==> src/design/bscb_pkg.sv <==
// shared types, codes and word functions of the scatter combine buffer
package bscb_pkg;

  localparam int MEM_DEPTH_DEF = 65536;
  localparam int BUF_DEPTH_DEF = 1024;

  localparam int OFF_W      = 16;
  localparam int OFF_SPAN   = 1 << OFF_W;
  localparam int VAL_W      = 64;
  localparam int REQ_W      = 3;
  localparam int OP_W       = 2;
  localparam int SLOTS_W    = 11;
  localparam int CFG_IDX_W  = 2;
  localparam int CFG_DATA_W = 11;
  localparam int CNT_W      = 17;
  localparam int KIND_W     = 3;
  localparam int QUEUE_DEPTH = 2;

  localparam logic [REQ_W-1:0] REQ_BEGIN  = 3'd0;
  localparam logic [REQ_W-1:0] REQ_UPDATE = 3'd1;
  localparam logic [REQ_W-1:0] REQ_COMMIT = 3'd2;
  localparam logic [REQ_W-1:0] REQ_WRITE  = 3'd3;
  localparam logic [REQ_W-1:0] REQ_READ   = 3'd4;

  localparam logic [OP_W-1:0] OP_OR  = 2'd0;
  localparam logic [OP_W-1:0] OP_AND = 2'd1;
  localparam logic [OP_W-1:0] OP_XOR = 2'd2;

  localparam logic [CFG_IDX_W-1:0] CFG_OP_SELECT    = 2'd0;
  localparam logic [CFG_IDX_W-1:0] CFG_SLOTS_IN_USE = 2'd1;
  localparam logic [CFG_IDX_W-1:0] CFG_WIDE_WORDS   = 2'd2;

  localparam logic [OP_W-1:0]    OP_RESET    = OP_OR;
  localparam logic [SLOTS_W-1:0] SLOTS_RESET = 11'd1024;
  localparam logic               WIDE_RESET  = 1'b1;

  localparam logic [KIND_W-1:0] KIND_NOP      = 3'd0;
  localparam logic [KIND_W-1:0] KIND_BEGIN    = 3'd1;
  localparam logic [KIND_W-1:0] KIND_DISABLED = 3'd2;
  localparam logic [KIND_W-1:0] KIND_COMBINE  = 3'd3;
  localparam logic [KIND_W-1:0] KIND_DIRECT   = 3'd4;
  localparam logic [KIND_W-1:0] KIND_COMMIT   = 3'd5;
  localparam logic [KIND_W-1:0] KIND_WRITE    = 3'd6;
  localparam logic [KIND_W-1:0] KIND_READ     = 3'd7;

  typedef logic [VAL_W-1:0] word_t;

  typedef struct packed {
    logic [OP_W-1:0]  op;
    logic             wide;
    logic [CNT_W-1:0] active;
  } cfg_t;

  typedef struct packed {
    logic [KIND_W-1:0] kind;
    logic [OFF_W-1:0]  mem_off;
    logic [OFF_W-1:0]  slot;
    word_t             value;
  } cmd_t;

  function automatic word_t word_mask(logic wide);
    return wide ? {VAL_W{1'b1}} : {{(VAL_W-32){1'b0}}, {32{1'b1}}};
  endfunction

  function automatic word_t op_identity(logic [OP_W-1:0] op, logic wide);
    return (op == OP_AND) ? word_mask(wide) : '0;
  endfunction

  function automatic word_t op_combine(logic [OP_W-1:0] op, word_t a, word_t b);
    word_t res;
    case (op)
      OP_AND:  res = a & b;
      OP_XOR:  res = a ^ b;
      default: res = a | b;
    endcase
    return res;
  endfunction

endpackage

==> src/design/bscb_fifo.sv <==
// short command queue between the front and back stages
module bscb_fifo (
  input  logic           clk,
  input  logic           rst_n,
  input  logic           push,
  input  bscb_pkg::cmd_t push_cmd,
  output logic           full,
  input  logic           pop,
  output logic           not_empty,
  output bscb_pkg::cmd_t head
);
  import bscb_pkg::*;

  localparam int PTR_W = (QUEUE_DEPTH > 1) ? $clog2(QUEUE_DEPTH) : 1;
  localparam int CNT_QW = $clog2(QUEUE_DEPTH + 1);

  cmd_t              ent_r [QUEUE_DEPTH];
  logic [PTR_W-1:0]  wr_ptr_r, wr_ptr_nxt;
  logic [PTR_W-1:0]  rd_ptr_r, rd_ptr_nxt;
  logic [CNT_QW-1:0] count_r, count_nxt;

  assign full      = (count_r == CNT_QW'(QUEUE_DEPTH));
  assign not_empty = (count_r != '0);
  assign head      = ent_r[rd_ptr_r];

  always_comb begin
    wr_ptr_nxt = wr_ptr_r;
    rd_ptr_nxt = rd_ptr_r;
    count_nxt  = count_r;
    if (push) begin
      wr_ptr_nxt = (wr_ptr_r == PTR_W'(QUEUE_DEPTH - 1)) ? '0 : wr_ptr_r + 1'b1;
    end
    if (pop) begin
      rd_ptr_nxt = (rd_ptr_r == PTR_W'(QUEUE_DEPTH - 1)) ? '0 : rd_ptr_r + 1'b1;
    end
    if (push && !pop) begin
      count_nxt = count_r + 1'b1;
    end else if (pop && !push) begin
      count_nxt = count_r - 1'b1;
    end
  end

  always_ff @(posedge clk) begin
    if (!rst_n) begin
      wr_ptr_r <= '0;
      rd_ptr_r <= '0;
      count_r  <= '0;
    end else begin
      wr_ptr_r <= wr_ptr_nxt;
      rd_ptr_r <= rd_ptr_nxt;
      count_r  <= count_nxt;
    end
  end

  always_ff @(posedge clk) begin
    if (push) begin
      ent_r[wr_ptr_r] <= push_cmd;
    end
  end

endmodule

==> config.mk <==
export PLATFORM = sky130hd
export DESIGN_NAME = bscb_fifo
export DESIGN_NICKNAME = d
export VERILOG_FILES = /design/src/design/bscb_pkg.sv /design/src/design/bscb_fifo.sv
export SDC_FILE = /design/constraint.sdc
export NUM_CORES = 1
export LEC_CHECK = 0
export BUFFER_PORTS_ARGS = -buffer_cell sky130_fd_sc_hd__buf_4
export CORE_MARGIN = 2
export CORE_UTILIZATION = 58
export CTS_BUF_LIST = sky130_fd_sc_hd__clkbuf_8
export DETAILED_ROUTE_END_ITERATION = 8
export PLACE_DENSITY = 0.91
export SLEW_MARGIN = 30
export SYNTH_ARGS = -nofsm -noshare
export SYNTH_HDL_FRONTEND = slang
export SYNTH_SLANG_ARGS = --single-unit
==> constraint.sdc <==
create_clock -name clk -period 13.7 [get_ports clk]
set_clock_uncertainty 0.1 [all_clocks]
set_input_delay 1.37 -clock clk [delete_from_list [all_inputs] [get_ports clk]]
set_output_delay 1.37 -clock clk [all_outputs]
set_load 0.01 [all_outputs]
==> impl_metrics.py <==
metrics = {
    "yosys": {
        "ys_ff_latch": 203,
        "synth_edf_count": 198,
        "synth.area.top_cells": "edfxtp_1, mux2_2, mux2_4",
        "synth_top_area_share_pct": 80.4,
        "yosys.cell_types.count": 17,
        "syn_inst": 330,
        "synth_flop_cell": "edfxtp_1",
        "synth_nets": 434,
        "yosysTopAreaCell": "edfxtp_1",
        "ys_seq_area_share_pct": 81.8,
        "async_flop_share_pct": 0,
        "yosysWarnings": 0,
        "synth.avg_cell_area_um2": 22.4,
        "netlist_area_um2": 7390,
    },
    "layout": {
        "area_delta_synth_final_pct": 30.8,
        "nets": 665,
        "instances_no_fill": 750,
        "n_fill_cell": 730,
        "layout-drive-gt1-share_pct": 60.0,
        "finish.utilization_pct": 77.2,
        "diodes": 0,
    },
    "sta": {
        "setup_tns_ns": 0,
        "drv_slew": 0,
        "maxSlewHeadroom_pct": 36.8,
        "worst_pin_slew_ns": 0.947,
        "rsz0062_at_grt": "no",
        "fin_ws_ns": 9.63,
        "hold_viol_final": 0,
        "max_freq_mhz": 246,
        "fin_crit_ns": 4.07,
        "setup_violations": 0,
        "min_period_over_period_pct": 29.7,
    },
    "drt": {
        "antenna_left": 0,
        "routedWlPerCell_um": 18.0,
        "drt_pass1_iterations": 4,
        "via_per_inst": 5.15,
        "drc": 0,
        "vias": 3862,
        "drt-initial-drc-count": 269,
        "finalWirelength_um": 13500,
    },
    "worst_setup_path": {
        "crit_path_end_kind": "output pin",
        "cp-start-kind": "register",
        "crit_top_cell": "buf_4",
        "worstPathArrival_ns": 2.60,
        "cp_data_required_time_ns": 12.23,
        "crit_chain": "buf_4 > mux2_2 > buf_4",
        "worstSetupPathType": "register to output pin",
        "slowest_delay_ns": 0.72,
        "worstPathMaxFanout": 61,
        "crit_path_top_delay_cell": "buf_4",
    },
    "clock_tree": {
        "cts_tree": "built",
        "cts_setup_buffers": 0,
        "path_clk_slew_ns": 0.06,
        "ctsLongestPathBuffers": 3,
        "numCtsBuffers": 34,
        "cts_resized": 0,
        "clk_latency_ns": 0.49,
        "h-tree-depth": 2,
        "clock_sinks": 203,
        "cts_hold_buf": 0,
        "root_buffer": "clkbuf_8",
    },
    "floorplan": {
        "core_area_um2": 12500,
        "die_x_um": 117,
        "die_y_um": 117,
        "rows": 41,
        "start_util_pct": 59.0,
        "ios": 204,
        "dieArea_um2": 13700,
    },
    "place": {
        "place_inst": 697,
        "gp_congestion": 0.739,
        "pre_cts_ws_ns": 10.09,
        "dp_hpwl_um": 8700,
        "portBuffers": 203,
    },
    "hold_path": {
        "worst_hold_path_type": "register to register",
    },
    "global_route": {
        "grt_pass1_wl_um": 19400,
        "grt_overflow": 0,
        "grt_pass1_vias": 3996,
        "antenna_found_initial": 0,
        "track_usage_pct": 19.0,
        "grt_max_degree": 71,
    },
    "job": {
        "cap_violations": 0,
    },
    "pwr": {
        "vdd_drop_max_uv": 109,
        "p_total_w": 0.00134,
        "power.density_nw_per_um2": 139,
        "p_leak_nw": 3.69,
    },
    "status": {
        "status": "completed",
    },
}
==> registers in the layout, indices dropped and copies added (netlist names), named ones only <==
signal    flops
rd_ptr_r      1
wr_ptr_r      1
count_r       2
ent_r       198
==> cell type report <==
type                            instances  area, um2  area share (%)
Inverter                                1       3.75          0.0388
Multi-Input combinational cell        115       1280            13.2
Sequential cell                       203       6050            62.6
Tap cell                              172        215            2.23
Clock buffer                           37        509            5.27
Clock inverter                         16       63.8           0.660
Timing Repair Buffer                  206       1550            16.0
==> critical path, delay by kind of cell, from the launching register on <==
kind	cells	cell delay, ns
buffers and inverters	2	0.87
flip-flops	1	0.67
multiplexers	1	0.44
==> final timing paths <==
path / from / cells after the start / slack (ns) / end
worst max-delay path: register / 3 / 9.63 / head[7]
worst min-delay path: count_r[1] / 2 / 0.41 / count_r[1]
worst max register to register: wr_ptr_r / 2 / 11.25 / ent_r[0][80]
worst min register to register: count_r[1] / 2 / 0.41 / count_r[1]
==> cell usage after synthesis (2+ instances only) <==
cell and number:
dfxtp_1 5, buf_2 8, nor2b_1 3, buf_6 3, edfxtp_1 198, mux2_4 10
xor2_1 2, mux2_2 89, and2_1 4
==> report_power, final <==
part	total [W]	internal, W	switching (W)
logic	0.000160	0.0000903	0.0000698
clock network	0.000451	0.000244	0.000207
registers	0.000731	0.000719	0.0000122
==> per-layer routing <==
metal	part of all wire, %	up-vias	track usage [%]
li1	-	1765	-
met4	2.2	0	7.53
met5	0	-	0
met3	8.5	26	6.49
met1	36	1907	21.1
met2	53	164	33.7
==> cell usage in the layout, fill, tap and decap left out, drive strengths merged, types with 2 or more instances in the layout <==
| master | count |
|---|---|
| clkbuf | 37 |
| clkinv | 4 |
| dfxtp | 5 |
| inv | 12 |
| nor2b | 3 |
| xor2 | 2 |
| buf | 206 |
| edfxtp | 198 |
| mux2 | 99 |
| and2 | 4 |
==> cells by family (layout without fill, tap and decap cells) <==
| family | count (synthesis) | in the layout | share of synthesized area (%) |
|---|---|---|---|
| and+or+nand+nor | 9 | 9 | 0.762 |
| AOI/OAI and AO/OA | 3 | 3 | 0.271 |
| adders and majority gates | 1 | 1 | 0.169 |
| muxes | 99 | 99 | 15.6 |
| buffers and inverters | 12 | 260 | 1.05 |
| DFF | 203 | 203 | 81.8 |
| xor gates and xnor gates | 3 | 3 | 0.356 |
==> through the flow <==
step | hold WS [ns] | cell area [um2]
2_1_floorplan | 0.361 | 7390
3_3_place_gp | 0.375 | 9090
3_5_place_dp | 0.409 | 9090
4_1_cts | 0.418 | 9670
5_1_grt | 0.446 | 9670
6_report | 0.414 | 9670
(Power assumes the default switching activity.)
