[src/design/bscb_pkg.sv]
// shared types, codes and word functions of the scatter combine buffer
package bscb_pkg;

  localparam int MEM_DEPTH_DEF = 65536;
  localparam int BUF_DEPTH_DEF = 1024;

  localparam int OFF_W      = 16;
  localparam int OFF_SPAN   = 1 << OFF_W;
  localparam int VAL_W      = 64;
  localparam int REQ_W      = 3;
  localparam int OP_W       = 2;
  localparam int SLOTS_W    = 11;
  localparam int CFG_IDX_W  = 2;
  localparam int CFG_DATA_W = 11;
  localparam int CNT_W      = 17;
  localparam int KIND_W     = 3;
  localparam int QUEUE_DEPTH = 2;

  localparam logic [REQ_W-1:0] REQ_BEGIN  = 3'd0;
  localparam logic [REQ_W-1:0] REQ_UPDATE = 3'd1;
  localparam logic [REQ_W-1:0] REQ_COMMIT = 3'd2;
  localparam logic [REQ_W-1:0] REQ_WRITE  = 3'd3;
  localparam logic [REQ_W-1:0] REQ_READ   = 3'd4;

  localparam logic [OP_W-1:0] OP_OR  = 2'd0;
  localparam logic [OP_W-1:0] OP_AND = 2'd1;
  localparam logic [OP_W-1:0] OP_XOR = 2'd2;

  localparam logic [CFG_IDX_W-1:0] CFG_OP_SELECT    = 2'd0;
  localparam logic [CFG_IDX_W-1:0] CFG_SLOTS_IN_USE = 2'd1;
  localparam logic [CFG_IDX_W-1:0] CFG_WIDE_WORDS   = 2'd2;

  localparam logic [OP_W-1:0]    OP_RESET    = OP_OR;
  localparam logic [SLOTS_W-1:0] SLOTS_RESET = 11'd1024;
  localparam logic               WIDE_RESET  = 1'b1;

  localparam logic [KIND_W-1:0] KIND_NOP      = 3'd0;
  localparam logic [KIND_W-1:0] KIND_BEGIN    = 3'd1;
  localparam logic [KIND_W-1:0] KIND_DISABLED = 3'd2;
  localparam logic [KIND_W-1:0] KIND_COMBINE  = 3'd3;
  localparam logic [KIND_W-1:0] KIND_DIRECT   = 3'd4;
  localparam logic [KIND_W-1:0] KIND_COMMIT   = 3'd5;
  localparam logic [KIND_W-1:0] KIND_WRITE    = 3'd6;
  localparam logic [KIND_W-1:0] KIND_READ     = 3'd7;

  typedef logic [VAL_W-1:0] word_t;

  typedef struct packed {
    logic [OP_W-1:0]  op;
    logic             wide;
    logic [CNT_W-1:0] active;
  } cfg_t;

  typedef struct packed {
    logic [KIND_W-1:0] kind;
    logic [OFF_W-1:0]  mem_off;
    logic [OFF_W-1:0]  slot;
    word_t             value;
  } cmd_t;

  function automatic word_t word_mask(logic wide);
    return wide ? {VAL_W{1'b1}} : {{(VAL_W-32){1'b0}}, {32{1'b1}}};
  endfunction

  function automatic word_t op_identity(logic [OP_W-1:0] op, logic wide);
    return (op == OP_AND) ? word_mask(wide) : '0;
  endfunction

  function automatic word_t op_combine(logic [OP_W-1:0] op, word_t a, word_t b);
    word_t res;
    case (op)
      OP_AND:  res = a & b;
      OP_XOR:  res = a ^ b;
      default: res = a | b;
    endcase
    return res;
  endfunction

endpackage

[src/design/bscb_front.sv]
// front stage: accepts requests, reduces the offset into memory range, classifies
module bscb_front #(
  parameter int MEM_DEPTH = bscb_pkg::MEM_DEPTH_DEF
) (
  input  logic                        clk,
  input  logic                        rst_n,
  input  bscb_pkg::cfg_t              cfg,
  input  logic                        start,
  output logic                        busy,
  input  logic [bscb_pkg::REQ_W-1:0]  in_req_type,
  input  logic [bscb_pkg::OFF_W-1:0]  in_slot_offset,
  input  logic [bscb_pkg::VAL_W-1:0]  in_operand_value,
  input  logic                        in_lane_enable,
  input  logic                        clearing,
  input  logic                        queue_full,
  output logic                        push,
  output bscb_pkg::cmd_t              push_cmd
);
  import bscb_pkg::*;

  localparam int QB = (MEM_DEPTH >= OFF_SPAN) ? 0 :
                      $clog2((OFF_SPAN + MEM_DEPTH - 1) / MEM_DEPTH);
  localparam int RC_W = $clog2(QB + 2);
  localparam int RED_PER_CYC = 4;
  localparam int DIV0 = MEM_DEPTH * (2 ** ((QB > 0) ? QB - 1 : 0));

  logic                stg_v_r, stg_v_nxt;
  logic [REQ_W-1:0]    req_r;
  logic [OFF_W-1:0]    off_r;
  word_t               val_r;
  logic                en_r;
  logic [OFF_W-1:0]    rem_r, rem_nxt;
  logic [OFF_W-1:0]    div_r, div_nxt;
  logic [RC_W-1:0]     cnt_r, cnt_nxt;
  logic                accept;
  logic [KIND_W-1:0]   kind;

  assign push   = stg_v_r && (cnt_r == '0) && !queue_full;
  assign busy   = clearing || (stg_v_r && !push);
  assign accept = start && !busy;

  // a few restoring subtract steps per cycle
  always_comb begin
    logic [OFF_W-1:0] r;
    logic [OFF_W-1:0] d;
    r = rem_r;
    d = div_r;
    for (int j = 0; j < RED_PER_CYC; j++) begin
      if (j < int'(cnt_r)) begin
        if (r >= d) begin
          r = r - d;
        end
        d = d >> 1;
      end
    end
    rem_nxt = r;
    div_nxt = d;
    cnt_nxt = (int'(cnt_r) > RED_PER_CYC) ? cnt_r - RC_W'(RED_PER_CYC) : '0;
  end

  always_comb begin
    case (req_r)
      REQ_BEGIN:  kind = KIND_BEGIN;
      REQ_UPDATE: begin
        if (!en_r) begin
          kind = KIND_DISABLED;
        end else if (CNT_W'(off_r) < cfg.active) begin
          kind = KIND_COMBINE;
        end else begin
          kind = KIND_DIRECT;
        end
      end
      REQ_COMMIT: kind = KIND_COMMIT;
      REQ_WRITE:  kind = KIND_WRITE;
      REQ_READ:   kind = KIND_READ;
      default:    kind = KIND_NOP;
    endcase
  end

  assign push_cmd = '{kind: kind, mem_off: rem_r, slot: off_r, value: val_r};

  always_comb begin
    stg_v_nxt = stg_v_r;
    if (accept) begin
      stg_v_nxt = 1'b1;
    end else if (push) begin
      stg_v_nxt = 1'b0;
    end
  end

  always_ff @(posedge clk) begin
    if (!rst_n) begin
      stg_v_r <= 1'b0;
    end else begin
      stg_v_r <= stg_v_nxt;
    end
  end

  always_ff @(posedge clk) begin
    if (accept) begin
      req_r <= in_req_type;
      off_r <= in_slot_offset;
      val_r <= in_operand_value & word_mask(cfg.wide);
      en_r  <= in_lane_enable;
      rem_r <= in_slot_offset;
      div_r <= OFF_W'(DIV0);
      cnt_r <= RC_W'(QB);
    end else begin
      rem_r <= rem_nxt;
      div_r <= div_nxt;
      cnt_r <= cnt_nxt;
    end
  end

endmodule

[config.mk]
export PLATFORM = sky130hd
export DESIGN_NAME = bscb_front
export DESIGN_NICKNAME = d
export VERILOG_FILES = /design/src/design/bscb_pkg.sv /design/src/design/bscb_front.sv
export SDC_FILE = /design/constraint.sdc
export NUM_CORES = 1
export LEC_CHECK = 0
export ABC_AREA = 1
export BUFFER_PORTS_ARGS = -buffer_cell sky130_fd_sc_hd__buf_4
export CAP_MARGIN = 40
export CORE_MARGIN = 5
export CORE_UTILIZATION = 40
export CTS_BUF_LIST = sky130_fd_sc_hd__clkbuf_8
export CTS_CLUSTER_DIAMETER = 50
export CTS_CLUSTER_SIZE = 28
export DETAILED_ROUTE_END_ITERATION = 10
export GPL_TIMING_DRIVEN = 0
export PLACE_DENSITY = 0.85
export SYNTH_ARGS = -nofsm -noshare
export SYNTH_HDL_FRONTEND = slang
export SYNTH_SLANG_ARGS = --single-unit
[constraint.sdc]
create_clock -name clk -period 7.2 [get_ports clk]
set_input_delay 0.36 -clock clk [delete_from_list [all_inputs] [get_ports clk]]
set_output_delay 0.36 -clock clk [all_outputs]
set_load 0.01 [all_outputs]
==> results of run 1 <==
## sequential cells by signal, summed over array words and instances, names as in the netlist
register  cells
val_r        64
rem_r        16
req_r         3
en_r          1
stg_v_r       1
## where the power goes
part	leakage, nW	internal (mW)	total, mW	switching, mW
Clock	0.0937	0.162	0.335	0.174
Combinational	1.84	0.0839	0.148	0.0645
Sequential	0.797	0.570	0.579	0.00871
Total	2.73	0.816	1.06	0.247
## cell usage after synthesis
cell type / number
a21boi_1: 1
a21o_1: 1
a21oi_1: 3
a21oi_2: 1
buf_4: 16
clkbuf_1: 3
dfxtp_1: 1
edfxtp_1: 84
ha_1: 15
inv_1: 62
inv_2: 1
nand2_1: 67
nand2_2: 3
nand3_1: 3
nand3_2: 1
nand4_1: 1
nor2_1: 5
nor2_2: 3
nor3_1: 1
nor3b_1: 1
o21ai_0: 2
## metal layers
layer,GRT usage,share of wire,up-vias
met3,0.0902,0.13,13
met5,0,0,-
li1,-,-,1305
met4,0.0478,0.014,0
met1,0.166,0.35,1172
met2,0.283,0.50,138
## layout make-up
cell class / count / share of cell area
multi-input cells: 108 / 0.110
flip-flops and latches: 85 / 0.468
clock inverters: 7 / 0.0136
plain buffers: 19 / 0.0242
well taps: 108 / 0.0249
repair buffers: 209 / 0.293
clock buffers: 9 / 0.0228
inverters: 63 / 0.0435
## through the flow
step	hold slack (ns)	setup WS, ns	utilization
final	0.191	4.92	0.629
after global routing	0.162	4.74	0.629
after CTS	0.168	4.89	0.629
after detailed placement	0.539	5.24	0.606
after global placement	0.538	1.23	0.601
after floorplan	0.458	2.63	-
## critical path, cell delays in order, from the launching register on
cell and delay (ns):
edfxtp_1 0.43, ha_1 0.32, nand2_1 0.10, inv_1 0.04, nand2_1 0.05, nand2_1 0.06
a21oi_2 0.18, nand4_1 0.11, a21boi_1 0.14, buf_4 0.14
## cells by family after synthesis
| logic type | count (synthesis) | share of synthesized area |
|---|---|---|
| simple gates | 85 | 0.101 |
| buf+inv | 82 | 0.105 |
| fa+ha+maj | 15 | 0.0536 |
| compound gates | 8 | 0.0139 |
| flops | 85 | 0.727 |
## worst paths after layout
kind                            cells after the start  slack, ns                 start              endpoint
worst max-delay path                                9       4.92   rem_r[12]$_DFFE_PP_          push_cmd[96]
worst max register to register                      4       5.56  stg_v_r$_SDFFE_PN0P_    rem_r[5]$_DFFE_PP_
worst min register to register                      4       0.60  stg_v_r$_SDFFE_PN0P_  stg_v_r$_SDFFE_PN0P_
worst min-delay path                                1       0.19  in_operand_value[20]   val_r[20]$_DFFE_PP_
==> flow_summary_export.csv, run 1 <==
group,metric,value,unit
layout,final_area,5430,um^2
critical_path,crit_fanout,3,
sta,worstMarginPinSlew,0.653,ns
synth,synthesis.area,3500,um^2
synth,syn_avg_cell_area,12.7,um^2
placement,dp_hpwl,7.24,mm
critical_path,crit_type,"register to output pin",
sta,drv_slew,0,
layout,multi_input_area,596,um^2
cts,cts_buffer_depth,2,
placement,numPortBuffers,207,
cts,ctsRootBufferMaster,"clkbuf_8",
layout,drive_gt1_frac,0.500,
route,vias,2628,
sta,finalHoldViolCount,0,
synth,synth_area_leaders,"edfxtp_1 (72%), nand2_1 (7.2%), inv_1 (6.7%)",
synth,ys_types,21,
pwr,power_density,196,nW/um^2
die,core_area,8640,um^2
job,maxCapViolCount,0,
global_routing,grt_overflow_total,0,
synth,ys_seq_elements,85,
global_routing,grt_usage,0.163,
global_routing,antenna_found_initial,0,
sta,skew,0.00906,ns
die,die_x,104,um
placement,dp.cells,592,
sta,finalSetupTns,0,ns
synth,synth_top_area_frac,0.721,
synth,syn_inst,275,
critical_path,crit_required,6.84,ns
route,drc,0,
die,ios,210,
cts,cts_resized,0,
critical_path,arrival,1.92,ns
route,ant_nets,0,
cts,clk_latency,0.34,ns
layout,regArea,2540,um^2
placement,post_dp_cell_area,5240,um^2
route,routed_wl,8.83,mm
die,rows,34,
sta,rsz0062_at_grt,"no",
synth,synth_top_area_cell,"edfxtp_1",
run_status,status,"finished clean",
layout,filler_cell_count,636,
die,start_util,0.405,
global_routing,grt_pass1_vias,2838,
pwr,p_leak,2.73,nW
layout,diodes,0,
cts,cts_buffers,9,
layout,final_nets,619,
cts,ctsHtreeMaxLevel,3,
placement,place_congestion,0.811,
critical_path,worst_setup_path_start_kind,"register",
die,dieArea,10700,um^2
synth,syn_nets,399,
cts,hold_buffers,0,
layout,finalNonFillerCells,608,
sta,finalCritPeriodShare,0.316,
sta,setup_viol,0,
layout,areaGrowthSynthToFinish,55.3,%
layout,final_cell_mix,"buf_4 (223), edfxtp_1 (84), nand2_1 (67)",
min_path,hold_path_class,"primary input to register",
route,routed_via_density,4.32,
sta,fin_crit,2.28,ns
global_routing,grt_start_max_net_pins,35,
critical_path,critPathCaptureType,"output pin",
cts,cts_sinks,85,
die,die_h,104,um
synth,ys_warn_count,0,
sta,slew-limit-headroom,0.564,
route,firstDrtPassIters,4,
sta,fmax,440,MHz
global_routing,grt_pass1_wl,13.8,mm
pwr,finalPower,1.06,mW
synth,yosysSeqAreaShare,0.727,
route,first_iter_violations,75,
cts,cts_tree,"yes",
layout,final_common_cell,"buf_4",
pwr,max-vdd-ir-drop,0.145,mV
cts,path_clk_slew,0.09,ns
route,wl_per_cell,14.5,um
cts,cts_setup_buffers,0,
No activity file was read; power rests on OpenSTA's default activity.
==> inputs of run 2 (changes only) <==
==> constraint.sdc (replaced) <==
create_clock -name clk -period 2.3 [get_ports clk]
set_input_delay 0.115 -clock clk [delete_from_list [all_inputs] [get_ports clk]]
set_output_delay 0.115 -clock clk [all_outputs]
set_load 0.01 [all_outputs]
==> run 2 against run 1 <==
Final cell count increased by 8.7%. Die area unchanged. Global-route usage increased by 3.6 points. Critical path type unchanged. Largest cell class unchanged. Highest routed layer unchanged.
==> flow_summary_export.csv, run 2 (synthesis results as in run 1) <==
group,metric,value,unit
run_status,status,"finished clean",
critical_path,crit_type,"register to output pin",
layout,regMostFlops,"val_r",
placement,place_congestion,0.775,
route,routed_wl,10.7,mm
critical_path,arrival,1.92,ns
pwr,p_int,2.65,mW
die,die_x,104,um
global_routing,grtUsageMet2,0.368,
sta,finalHoldViolCount,0,
layout,fin_util,0.692,
global_routing,grt_usage,0.199,
cts,cts_setup_buffers,0,
pwr,clkPwrFrac,0.316,
critical_path,crit_fanout,3,
min_path,hold_path_class,"primary input to register",
die,start_util,0.405,
layout,areaGrowthSynthToFinish,70.7,%
sta,slew-limit-headroom,0.530,
pwr,swShare,0.235,
route,wl_per_cell,16.1,um
pwr,finalPower,3.46,mW
global_routing,grt_pass1_vias,3337,
route,routed_via_density,4.48,
pwr,p_leak,2.95,nW
pwr,max-vdd-ir-drop,0.398,mV
pwr,p_sw,0.814,mW
die,ios,210,
min_path,whs_path_depth,3,
global_routing,use_met3,0.0951,
cts,cts_sinks,85,
route,drc,0,
placement,dp_slack,0.342,ns
global_routing,antenna_found_initial,0,
die,die_h,104,um
layout,top_regs,"val_r x64, rem_r x16, req_r x3",
critical_path,crit_required,2.18,ns
route,ant_nets,0,
global_routing,grt_pass1_wl,16.8,mm
sta,finalCritPeriodShare,0.884,
die,dieArea,10700,um^2
layout,final_nets,672,
die,core_area,8640,um^2
layout,final_common_cell,"buf_4",
placement,dp_hpwl,7.49,mm
sta,setup_ws,0.267,ns
layout,final_cell_mix,"buf_4 (223), edfxtp_1 (84), nand2_1 (67)",
critical_path,ff2ff_path_depth,5,
global_routing,grt_start_max_net_pins,34,
sta,rsz0062_at_grt,"no",
critical_path,worst_setup_path_start_kind,"register",
cts,cts_buffers,9,
cts,cts_tree,"yes",
route,vias,2958,
cts,hold_buffers,53,
pwr,pwr-share-seq,0.525,
job,maxCapViolCount,0,
sta,skew,0.0174,ns
global_routing,busiest_layer,"met2",
placement,numPortBuffers,207,
sta,worstMarginPinSlew,0.703,ns
global_routing,grt_overflow_total,0,
sta,drv_slew,0,
route,first_iter_violations,94,
global_routing,grt_util_met1,0.181,
cts,ctsRootBufferMaster,"clkbuf_8",
critical_path,critPathCaptureType,"output pin",
cts,ctsHtreeMaxLevel,3,
cts,cts_buffer_depth,2,
layout,drive_gt1_frac,0.454,
pwr,power_density,579,nW/um^2
layout,diodes,0,
sta,setup_viol,0,
cts,path_clk_slew,0.09,ns
die,rows,34,
sta,fmax,492,MHz
sta,fin_crit,2.03,ns
pwr,p_comb_frac,0.159,
cts,clk_latency,0.35,ns
layout,largest_reg_flops,64,
cts,cts_resized,0,
sta,finalSetupTns,0,ns
route,firstDrtPassIters,4,
[run 2: changes by cell type in the layout (fill, tap and decap cells not counted), sizes merged]
cell | before | now
inv | 66 | 65
clkbuf | 12 | 13
dlygate4sd3 | 0 | 53
[run 2: worst paths after layout]
path	from	slack, ns	endpoint
worst max-delay path	rem_r[4]$_DFFE_PP_	0.27	push_cmd[97]
worst min-delay path	in_operand_value[43]	0.02	val_r[43]$_DFFE_PP_
worst max register to register	stg_v_r$_SDFFE_PN0P_	0.30	val_r[63]$_DFFE_PP_
worst min register to register	stg_v_r$_SDFFE_PN0P_	0.73	stg_v_r$_SDFFE_PN0P_
[run 2: power by group through the flow]
stage / clock (mW) / combinational (mW) / sequential (mW)
after global placement: 0 / 0.446 / 1.85
after detailed placement: 0 / 0.471 / 1.85
after global routing: 1.20 / 0.598 / 1.82
final: 1.09 / 0.551 / 1.82
after floorplan: 0 / 0.135 / 1.88
after CTS: 1.12 / 0.547 / 1.81
[run 2: final cells by class]
| class | count | area, um^2 |
|---|---|---|
| Timing Repair Buffer | 262 | 2120 |
| Fill cell | 589 | 2660 |
| Clock buffer | 10 | 138 |
| Inverter | 63 | 236 |
| Buffer | 19 | 131 |
| Clock inverter | 6 | 70.1 |
| Tap cell | 108 | 135 |
| Multi-Input combinational cell | 108 | 596 |
| Sequential cell | 85 | 2540 |
[run 2: metal layers]
metal	part of all wire	routed length [um]	vias up
met5	0	0	-
met4	0.029	305	0
met3	0.12	1260	26
met2	0.53	5690	164
met1	0.32	3400	1355
li1	-	-	1413
[run 2: stage by stage]
stage	hold slack [ns]	instances	area [um^2]
finish	0.0234	661	5970
global route	0.00970	661	5970
CTS	0.00236	661	5970
detailed placement	0.294	592	5240
global placement	0.294	590	5190
floorplan	0.213	275	3510
[run 2: worst max-delay path: stages, from the launching register on]
cell	delay (ns)
edfxtp_1	0.45
ha_1	0.33
nand2_1	0.07
nor2_1	0.10
nand2_1	0.08
nor2_2	0.11
nand2_2	0.06
nand3_2	0.08
nand2_1	0.05
nand2_1	0.06
nand2_1	0.04
buf_4	0.13
